File: src/hw/rtl/qte_pkg.sv
package qte_pkg;

    // Data path widths.
    localparam int QW  = 16;   // quaternion component, Q2.14
    localparam int CW  = 36;   // CORDIC x/y working width
    localparam int AW  = 28;   // angle accumulator, scale 2^24 radians
    localparam int TW  = 30;   // clamped pole test value, signed
    localparam int RW  = 29;   // square root result width
    localparam int VW  = 57;   // square root working width
    localparam int SQRT_LAT = 31;

    // Pole codes carried on m_tuser.
    typedef enum logic [1:0] {
        POLE_NONE  = 2'd0,
        POLE_NORTH = 2'd1,
        POLE_SOUTH = 2'd2
    } pole_t;

    // Angle constants.
    localparam logic signed [AW-1:0] ANG_HALF_PI = 28'sd26353589;
    localparam int OUT_PI      = 25736;
    localparam int OUT_TWO_PI  = 51472;
    localparam int OUT_HALF_PI = 12868;
    localparam int MAX_STAGES  = 24;

    // Arctangent of 2^-i at scale 2^24.
    localparam logic signed [AW-1:0] ATAN_TAB [0:MAX_STAGES-1] = '{
        28'sd13176795, 28'sd7778716, 28'sd4110060, 28'sd2086331, 28'sd1047214,
        28'sd524117, 28'sd262123, 28'sd131069, 28'sd65536, 28'sd32768,
        28'sd16384, 28'sd8192, 28'sd4096, 28'sd2048, 28'sd1024, 28'sd512,
        28'sd256, 28'sd128, 28'sd64, 28'sd32, 28'sd16, 28'sd8, 28'sd4, 28'sd2
    };

endpackage

File: src/hw/rtl/qte_cordic.sv
module qte_cordic #(
    parameter int STAGES = 16
) (
    input  logic                           aclk,
    input  logic                           en,
    input  logic signed [qte_pkg::CW-1:0]  y_in,
    input  logic signed [qte_pkg::CW-1:0]  x_in,
    output logic signed [qte_pkg::AW-1:0]  ang_out
);
    import qte_pkg::*;

    logic signed [CW-1:0] x_reg   [0:STAGES];
    logic signed [CW-1:0] y_reg   [0:STAGES];
    logic signed [AW-1:0] ang_reg [0:STAGES];
    logic                 zero_reg [0:STAGES];

    // Quadrant pre-rotation so the vector starts in the right half plane.
    always_ff @(posedge aclk) begin
        if (en) begin
            zero_reg[0] <= (x_in == '0) && (y_in == '0);
            if (x_in < 0) begin
                if (y_in >= 0) begin
                    x_reg[0]   <= y_in;
                    y_reg[0]   <= -x_in;
                    ang_reg[0] <= ANG_HALF_PI;
                end else begin
                    x_reg[0]   <= -y_in;
                    y_reg[0]   <= x_in;
                    ang_reg[0] <= -ANG_HALF_PI;
                end
            end else begin
                x_reg[0]   <= x_in;
                y_reg[0]   <= y_in;
                ang_reg[0] <= '0;
            end
        end
    end

    // One micro-rotation per register stage, driving y toward zero.
    for (genvar i = 0; i < STAGES; i++) begin : g_stage
        always_ff @(posedge aclk) begin
            if (en) begin
                zero_reg[i+1] <= zero_reg[i];
                if (y_reg[i] < 0) begin
                    x_reg[i+1]   <= x_reg[i] - (y_reg[i] >>> i);
                    y_reg[i+1]   <= y_reg[i] + (x_reg[i] >>> i);
                    ang_reg[i+1] <= ang_reg[i] - ATAN_TAB[i];
                end else begin
                    x_reg[i+1]   <= x_reg[i] + (y_reg[i] >>> i);
                    y_reg[i+1]   <= y_reg[i] - (x_reg[i] >>> i);
                    ang_reg[i+1] <= ang_reg[i] + ATAN_TAB[i];
                end
            end
        end
    end

    // A zero vector has angle zero.
    assign ang_out = zero_reg[STAGES] ? '0 : ang_reg[STAGES];

endmodule

File: config.mk
export PLATFORM = sky130hd
export DESIGN_NAME = qte_cordic
export DESIGN_NICKNAME = d
export VERILOG_FILES = /design/src/hw/rtl/qte_pkg.sv /design/src/hw/rtl/qte_cordic.sv
export SDC_FILE = /design/constraint.sdc
export NUM_CORES = 2
export LEC_CHECK = 0
export ABC_CLOCK_PERIOD_IN_PS = 6630
export BUFFER_PORTS_ARGS = -buffer_cell sky130_fd_sc_hd__buf_2
export CAP_MARGIN = 20
export CORE_MARGIN = 4
export CORE_UTILIZATION = 30
export CTS_CLUSTER_SIZE = 25
export DETAILED_ROUTE_END_ITERATION = 10
export PLACE_DENSITY = 0.49
export SLEW_MARGIN = 20
export SYNTH_ARGS = -nofsm -noshare
export SYNTH_HDL_FRONTEND = slang
export SYNTH_SLANG_ARGS = --single-unit
File: constraint.sdc
create_clock -name aclk -period 6.63 [get_ports aclk]
set_input_delay 1.326 -clock aclk [delete_from_list [all_inputs] [get_ports aclk]]
set_output_delay 1.326 -clock aclk [all_outputs]
set_load 0.005 [all_outputs]
==> out/summary.txt <==
status: complete, no violations
hpwl dp: 283000 µm
clock skew: 0.1205 ns
max reg flops: 541
RSZ-0062 raised after global routing: false
crit path DAT: 6.47 ns
post-DR wirelength/cell: 18.33 µm
I/O pins: 102
Synth Area per Inst: 9.523 µm²
post-CTS sizing: 0
Post-Synth Simple-Gate Area: 12.90%
hold endpoint: ang_reg[5][0]
remaining global-route overflow: 0
final wirelength: 354700 µm
post-synthesis mux area share: 0.4593%
area share of the leading cell type in the synthesized netlist: 36.13%
Synth Register Bits: 1534
hold depth: 0
Crit path required time: 7.28 ns
Crit Path Category: reg -> reg
hold_sp: ang_reg[4][0]
reg2reg end: x_reg[12][35]
critical path, cell by cell: or4_1, or3_1, or3_1, o41ai_1, xnor2_1, ha_1, a21o_1, a21o_1, a2111o_1, o211ai_1, o21bai_1, nand2_1, o21ai_0, a221oi_1, o21ai_0, xnor2_1
adder-cell share of the synthesized area: 14.24%
synth top area cells: edfxtp_1 36%, ha_1 14%, xnor2_1 8.8%
share of post-route cells with drive strength above 1: 4.631%
critical path peak fanout: 6
nets: 15030
post-synth top area cell: edfxtp_1
initial antenna violation count: 8
Layout area overhead: 11.15%
Worst-Margin Slew: 1.160 ns
Relative slew margins: 21.65%
Longest Clk Path Bufs: 4
Post-Synthesis Cell Area: 127500 µm²
Post-Place Cells: 19000
ys async rst share: 0%
max-slew violations: 0
GP Congestion: 0.8863
worst r2r src: y_reg[11][16]
Post-Layout Cell Count: 19350
overall routing resource usage: 15.73%
first-pass GRT wire length: 551400 µm
Worst R2R Path Depth: 16
Synth cell types: 89
max cap viols: 0
core footprint: 423400 µm²
Mapped Nets: 14890
largest net degree at the start of global routing: 200
number of detailed-route iterations in the first pass: 7
main combinational cell family by area after synthesis: compound AO/OA/AOI/OAI gates
TritonCTS clock tree: built
Worst path slowest cell: or4_1
CTS buffer count: 194
clock root buffer: clkbuf_16
vias in the first global route: 94240
Max H-tree Level: 4
sequential area share after synthesis: 36.13%
fmax: 171.8 MHz
Cells after Synth: 13390
Skew-Pair Late Insertion Delay: 0.93 ns
Fin Setup TNS: 0 ns
CP startpoint kind: flip-flop
CP Capture Type: flip-flop
hold slack: 0.3666 ns
Hold Crit Class: reg -> reg
Final Critical Period: 5.821 ns
Die H: 659.9 µm
Yosys Warn Count: 0
Buf/Inv on CP: 0
vias per cell: 5.081
die area: 435500 µm²
worst reg2reg setup slack: 0.81 ns
Initial Util: 30.11%
crit-path leading delay family: compound AO/OA/AOI/OAI gates
row count: 239
Primary FF master, synth: edfxtp_1
post-route ant nets: 0
most frequent cells after synthesis: 1534 x edfxtp_1, 1518 x a21oi_1, 1381 x ha_1, 1285 x xnor2_1, 1099 x nor2_1
clock transition at the registers of the reported paths: 0.06 ns
XOR/XNOR Fraction of Synth Area: 13.31%
final setup fails: 0
fin crit share: 87.80%
Die X: 659.9 µm
postcts setup bufs: 0
I/O Buffers: 101
Post-synth EDFFs: 1534
final hold violations: 0
most frequent cell after synthesis: edfxtp_1
routed vias: 98340
Max stage delay on crit path: 0.60 ns
DRC: 0
# hold bufs at CTS: 0
Clock Sinks: 1534
DR iter-0 viols: 6727
post-synthesis compound-gate area fraction: 20.30%
## metrics by stage
| stage | cell area, µm² | util, % | setup slack (ns) |
|---|---|---|---|
| global placement | 135100 | 31.91 | 0.4501 |
| floorplan | 127500 | - | 0.8763 |
| detailed placement | 135100 | 31.91 | 0.4156 |
| CTS | 141700 | 33.46 | 0.9083 |
| global route | 141700 | 33.47 | 0.5224 |
| finish | 141700 | 33.47 | 0.8092 |
## how the worst max path moves through the flow
stage                    endpoint  cells past startpoint          start  slack [ns]
global route         x_reg[2][32]                     21    y_reg[1][4]        0.52
floorplan            y_reg[3][35]                     18             en        0.88
finish              x_reg[12][35]                     16  y_reg[11][16]        0.81
global placement     y_reg[4][34]                     19             en        0.45
CTS                 x_reg[12][35]                     16  y_reg[11][16]        0.91
detailed placement   y_reg[4][34]                     19             en        0.42
## logic make-up after synthesis
| kind of cell | after synthesis |
|---|---|
| compound gates | 4130 |
| fa+ha+maj | 1425 |
| xor+xnor | 1937 |
| simple gates | 3400 |
| mux | 58 |
| buf+inv | 905 |
| flops | 1534 |
## routing by layer
metal	routed length (µm)	GRT usage, %	vias up
met5	292	0	-
met4	10040	4.365	4
met1	159700	20.71	46380
met3	13870	1.663	422
li1	-	-	49720
met2	170800	27.23	1814
## final cells by class
class | instances | area, µm²
antenna | 2 | 5.005
clock buffer | 220 | 5016
clock inverter | 134 | 1556
fill | 43750 | 281700
inverter | 625 | 2346
multi-input combinational | 10950 | 78080
sequential | 1534 | 46060
tap | 5663 | 7086
timing repair buffer | 226 | 1554
## layout by cell type (no fill, tap or decap), types with 29 or more instances in the layout
master,synthesis,routed
a211oi_1,98,98
a21boi_0,84,84
a21o_1,605,605
a21oi_1,1518,1518
a221oi_1,42,42
a31o_2,35,35
a31oi_1,102,102
and2_1,55,55
and3_1,93,93
and4_1,29,29
buf_2,2,100
buf_4,0,118
bufinv_16,0,29
clkbuf_16,0,197
clkinv_1,5,51
edfxtp_1,1534,1534
fa_1,44,44
ha_1,1381,1381
inv_1,619,616
mux2i_1,54,54
nand2_1,680,679
nand2b_1,232,224
nand3_1,203,203
nand4_1,95,95
nor2_1,1099,1099
nor2b_1,206,200
nor3_1,339,339
nor4_1,86,86
o211ai_1,37,37
o21a_1,155,155
o21ai_0,737,737
o21bai_1,212,212
o31ai_1,136,136
o41ai_1,83,83
or2_2,42,42
or3_1,103,103
or4_1,54,54
xnor2_1,1285,1285
xor2_1,652,652
Power is not shown: default switching activity piles up to over one toggle a cycle in this logic, so the estimate is an artifact.
