`config.mk`:
```
export PLATFORM = sky130hd
export DESIGN_NAME = qte_isqrt
export DESIGN_NICKNAME = d
export VERILOG_FILES = /design/src/hw/rtl/qte_pkg.sv /design/src/hw/rtl/qte_isqrt.sv
export SDC_FILE = /design/constraint.sdc
export NUM_CORES = 2
export LEC_CHECK = 0
export BUFFER_PORTS_ARGS = -buffer_cell sky130_fd_sc_hd__buf_2
export CORE_ASPECT_RATIO = 0.7
export CORE_UTILIZATION = 65
export CTS_BUF_LIST = sky130_fd_sc_hd__clkbuf_16
export DETAILED_ROUTE_END_ITERATION = 7
export GPL_TIMING_DRIVEN = 0
export HOLD_SLACK_MARGIN = 0.05
export PLACE_DENSITY = 0.81
export SLEW_MARGIN = 20
export SYNTH_ARGS = -nofsm -noshare
export SYNTH_HDL_FRONTEND = slang
export SYNTH_SLANG_ARGS = --single-unit
```
`constraint.sdc`:
```
create_clock -name aclk -period 24.4 [get_ports aclk]
set_input_delay 2.44 -clock aclk [delete_from_list [all_inputs] [get_ports aclk]]
set_output_delay 2.44 -clock aclk [all_outputs]
set_load 0.02 [all_outputs]
```
`src/hw/rtl/qte_pkg.sv`:
```
package qte_pkg;

    // Data path widths.
    localparam int QW  = 16;   // quaternion component, Q2.14
    localparam int CW  = 36;   // CORDIC x/y working width
    localparam int AW  = 28;   // angle accumulator, scale 2^24 radians
    localparam int TW  = 30;   // clamped pole test value, signed
    localparam int RW  = 29;   // square root result width
    localparam int VW  = 57;   // square root working width
    localparam int SQRT_LAT = 31;

    // Pole codes carried on m_tuser.
    typedef enum logic [1:0] {
        POLE_NONE  = 2'd0,
        POLE_NORTH = 2'd1,
        POLE_SOUTH = 2'd2
    } pole_t;

    // Angle constants.
    localparam logic signed [AW-1:0] ANG_HALF_PI = 28'sd26353589;
    localparam int OUT_PI      = 25736;
    localparam int OUT_TWO_PI  = 51472;
    localparam int OUT_HALF_PI = 12868;
    localparam int MAX_STAGES  = 24;

    // Arctangent of 2^-i at scale 2^24.
    localparam logic signed [AW-1:0] ATAN_TAB [0:MAX_STAGES-1] = '{
        28'sd13176795, 28'sd7778716, 28'sd4110060, 28'sd2086331, 28'sd1047214,
        28'sd524117, 28'sd262123, 28'sd131069, 28'sd65536, 28'sd32768,
        28'sd16384, 28'sd8192, 28'sd4096, 28'sd2048, 28'sd1024, 28'sd512,
        28'sd256, 28'sd128, 28'sd64, 28'sd32, 28'sd16, 28'sd8, 28'sd4, 28'sd2
    };

endpackage

```
`src/hw/rtl/qte_isqrt.sv`:
```
module qte_isqrt (
    input  logic                          aclk,
    input  logic                          en,
    input  logic signed [qte_pkg::TW-1:0] t_in,
    output logic [qte_pkg::RW-1:0]        root_out
);
    import qte_pkg::*;

    localparam int STEPS = RW;

    logic [RW-1:0] t_abs;
    logic [13:0]   t_hi;
    logic [14:0]   t_lo;
    logic [27:0]   hh_reg;
    logic [28:0]   hl_reg;
    logic [29:0]   ll_reg;
    logic [57:0]   sq;
    logic [57:0]   rem;
    logic [VW-1:0] v_reg [0:STEPS];
    logic [VW-1:0] r_reg [0:STEPS];

    // Split |t| so each partial product stays narrow.
    assign t_abs = t_in[TW-1] ? RW'(-t_in) : RW'(t_in);
    assign t_hi  = t_abs[28:15];
    assign t_lo  = t_abs[14:0];

    always_ff @(posedge aclk) begin
        if (en) begin
            hh_reg <= t_hi * t_hi;
            hl_reg <= t_hi * t_lo;
            ll_reg <= t_lo * t_lo;
        end
    end

    // Radicand 1 - t^2 at scale 2^56.
    assign sq  = (58'(hh_reg) << 30) + (58'(hl_reg) << 16) + 58'(ll_reg);
    assign rem = (58'(1) << 56) - sq;

    always_ff @(posedge aclk) begin
        if (en) begin
            v_reg[0] <= rem[VW-1:0];
            r_reg[0] <= '0;
        end
    end

    // Restoring square root, one result bit per stage.
    for (genvar k = 0; k < STEPS; k++) begin : g_step
        localparam logic [VW-1:0] BIT = VW'(1) << (2 * (STEPS - 1 - k));
        always_ff @(posedge aclk) begin
            if (en) begin
                if (v_reg[k] >= r_reg[k] + BIT) begin
                    v_reg[k+1] <= v_reg[k] - (r_reg[k] + BIT);
                    r_reg[k+1] <= (r_reg[k] >> 1) + BIT;
                end else begin
                    v_reg[k+1] <= v_reg[k];
                    r_reg[k+1] <= r_reg[k] >> 1;
                end
            end
        end
    end

    assign root_out = r_reg[STEPS][RW-1:0];

endmodule

```
==> impl_results.md <==
- Outcome: finished, violations left
- Failing checks: DRC
- Leakage: 54.2 nW
- Crit Path Category: input pin to flop
- Pwr Density: 140 mW/mm^2
- Slew Viols, Final: 0
- Row cnt: 133
- CP arrival: 13.90 ns
- CP max FO: 11
- Clock Latency Late Sink: 0.89 ns
- Top FF cell, synth: edfxtp_1
- Clock skew: 0.0779 ns
- Worst slew margin: 14.9%
- Area leader, netlist: edfxtp_1
- Clock Tree Buf Depth: 4
- Pre-Repair DR Iteration Count: 8
- Layout cells sized above 1: 5.14%
- Worst setup EP type: flop
- Area of the mapped netlist: 0.123 sq mm
- Gpl congestion: 0.996
- Port Buf Inserts: 58
- Root buffer cell: clkbuf_16
- Worst path max stage delay: 0.94 ns
- WP data required: 25.03 ns
- CTS sink count: 2143
- Post-CTS resize count: 0
- CTS buffer count: 200
- Max reg flops: 1624
- Setup WS pre-CTS: 10.63 ns
- Leading cell type by number of instances after synthesis: edfxtp_1
- Syn nets: 11900
- Async set-reset flop share out of synthesis: 0%
- Post-synthesis cell type count: 86
- Worst Tran Pin Value: 1.27 ns
- Setup ws final: 11.13 ns
- CTS tree: yes
- Setup crit start kind: input pin
- DP Cell Count: 13200
- Sequential-to-total area share from yosys stat: 52.4%
- Global Route Usage Sum: 33.9%
- Fmax: 75.3 MHz
- Final Hold Viols: 0
- Finished Cell Area: 0.134 sq mm
- Top delay family on crit path: adder cells
- Synth-to-layout area growth: 8.73%
- Clock transition at path regs: 0.07 ns
- Initial core utilization: 65.4%
- Largest net degree at the start of global routing: 102
- Final Instance Count excl. Fillers: 13600
- Final critical-path share of the clock period: 54.4%
- Post-route ant nets: 0
- Slowest cell on the critical path: o41ai_1
- DP Area: 0.127 sq mm
- Min cycle time layout: 13.27 ns
- Buffers & Inverters on Critical Path: 10
- Util after Layout: 71.2%
- Syn. warnings: 0
- Routed length per instance: 23.9 um
- Nets: 12200
- Die area: 0.191 sq mm
- Max-cap violations: 0
- Postcts setup bufs: 0
- Die X: 522 um
- Total number of vias: 85900
- Routed WL: 324000 um
- Final setup vio count: 0
- Hold buffer count at cts: 0
- Initial antenna violation count: 14
- Hold WS: 0.421 ns
- Power Total: 18.8 mW
- Via density: 6.33
- Most frequent CP cell: fa_1
- DR iter-0 viols: 11000
- Share of the synthesized area in the top cell type: 52.4%
- Post-DP HPWL: 249000 um
- Worst VDD drop: 0.793 mV
- Setup TNS: 0 ns
- Most area-consuming cells after synthesis: edfxtp_1 (52%), ha_1 (8.5%), fa_1 (6.7%)
- Syn Inst Count: 10600
- First-pass GRT wire length: 491000 um
- DIE HEIGHT: 366 um
- Gr ovfl total: 0
- Ports: 61
- DRC Markers: 1
- Synthesized flop and latch total: 2143
- Core Area: 0.188 sq mm
- Post-Synthesis Mean Instance Area: 11.6 sq um
- Post-synth EDFFs: 2143
- Max H-tree Level: 4
- RSZ-0062 raised after global routing: no
- Hold crit path type: flop to flop
- Vias in the first global route: 82100
- Commonest cells in the synthesized netlist: edfxtp_1 (2143), inv_1 (1219), nand2_1 (908)
-- cell type report --
cell class | instances | area (sq um)
antenna | 6 | 15.0
sequential | 2143 | 64400
timing repair buffer | 89 | 1020
clock buffer | 201 | 5030
clock inverter | 150 | 1300
fill | 12900 | 54200
buffer | 272 | 1260
inverter | 1229 | 4610
multi-input combinational | 6977 | 52800
tap | 2497 | 3120
-- metal layers --
| layer | global-route usage (%) | routed length (um) | vias to the layer above |
|---|---|---|---|
| met5 | 0 | 33 | - |
| met4 | 7.52 | 7460 | 6 |
| met3 | 8.90 | 43200 | 587 |
| met2 | 47.2 | 134000 | 4924 |
| met1 | 53.0 | 140000 | 41900 |
| li1 | - | - | 38500 |
-- worst paths after layout --
| path | start | endpoint | slack [ns] | cells after the start |
|---|---|---|---|---|
| min | v_reg[0][36]$_DFFE_PP_ | v_reg[0][93]$_DFFE_PP_ | 0.42 | 0 |
| max | t_in[0] | ll_reg[29]$_DFFE_PP_ | 11.13 | 33 |
| min reg2reg | v_reg[0][36]$_DFFE_PP_ | v_reg[0][93]$_DFFE_PP_ | 0.42 | 0 |
| max reg2reg | ll_reg[20]$_DFFE_PP_ | v_reg[0][56]$_DFFE_PP_ | 18.97 | 14 |
-- cells by family (layout without fill, tap and decap cells) --
kind of cell               count (synthesis)  count (layout)  synth area share (%)
xor gates and xnor gates                 845             845                  6.03
DFF                                     2143            2143                  52.4
AOI/OAI and AO/OA                       1794            1794                  9.06
other                                      0               6                     0
buffers and inverters                   1501            1941                  4.69
and+or+nand+nor                         3041            3041                  12.2
adders and majority gates               1249            1249                  15.2
muxes                                     48              48                 0.428
-- cells in the final DEF (no fill, tap or decap), types with 37 or more instances in the layout --
master / n
fa_1: 410
nor4_1: 275
or2_2: 38
nand2b_1: 129
o21bai_1: 57
clkbuf_16: 201
xor2_1: 371
nand3_1: 154
nor2_1: 678
and3_1: 59
nand4_1: 120
a21oi_1: 499
edfxtp_1: 2143
inv_1: 1254
nand2_1: 908
buf_2: 66
a21o_1: 228
or3_1: 102
o21a_1: 98
ha_1: 839
a211oi_1: 45
clkbuf_1: 194
clkinv_1: 46
nor2b_1: 87
o31ai_1: 37
a31oi_1: 51
xnor2_1: 466
or4_1: 61
nor3_1: 252
o21ai_0: 535
-- worst register-to-register path: stages, from the launching register on --
cell and delay (ns):
edfxtp_1 0.44, ha_1 0.30, inv_1 0.04, ha_1 0.28
ha_1 0.28, clkbuf_1 0.31, nand4_1 0.22, nor4_1 0.36
or3b_1 0.47, a311oi_1 0.81, o21a_1 0.25, o221ai_1 0.20
a21oi_1 0.42, mux2i_1 0.14, a2111oi_0 0.60
-- where the power goes --
| group | internal (mW) | switching (mW) |
|---|---|---|
| Combinational | 3.98 | 5.99 |
| Clock | 1.72 | 1.39 |
| Sequential | 5.23 | 0.444 |
Note: power is estimated with default switching activity, not from simulation.
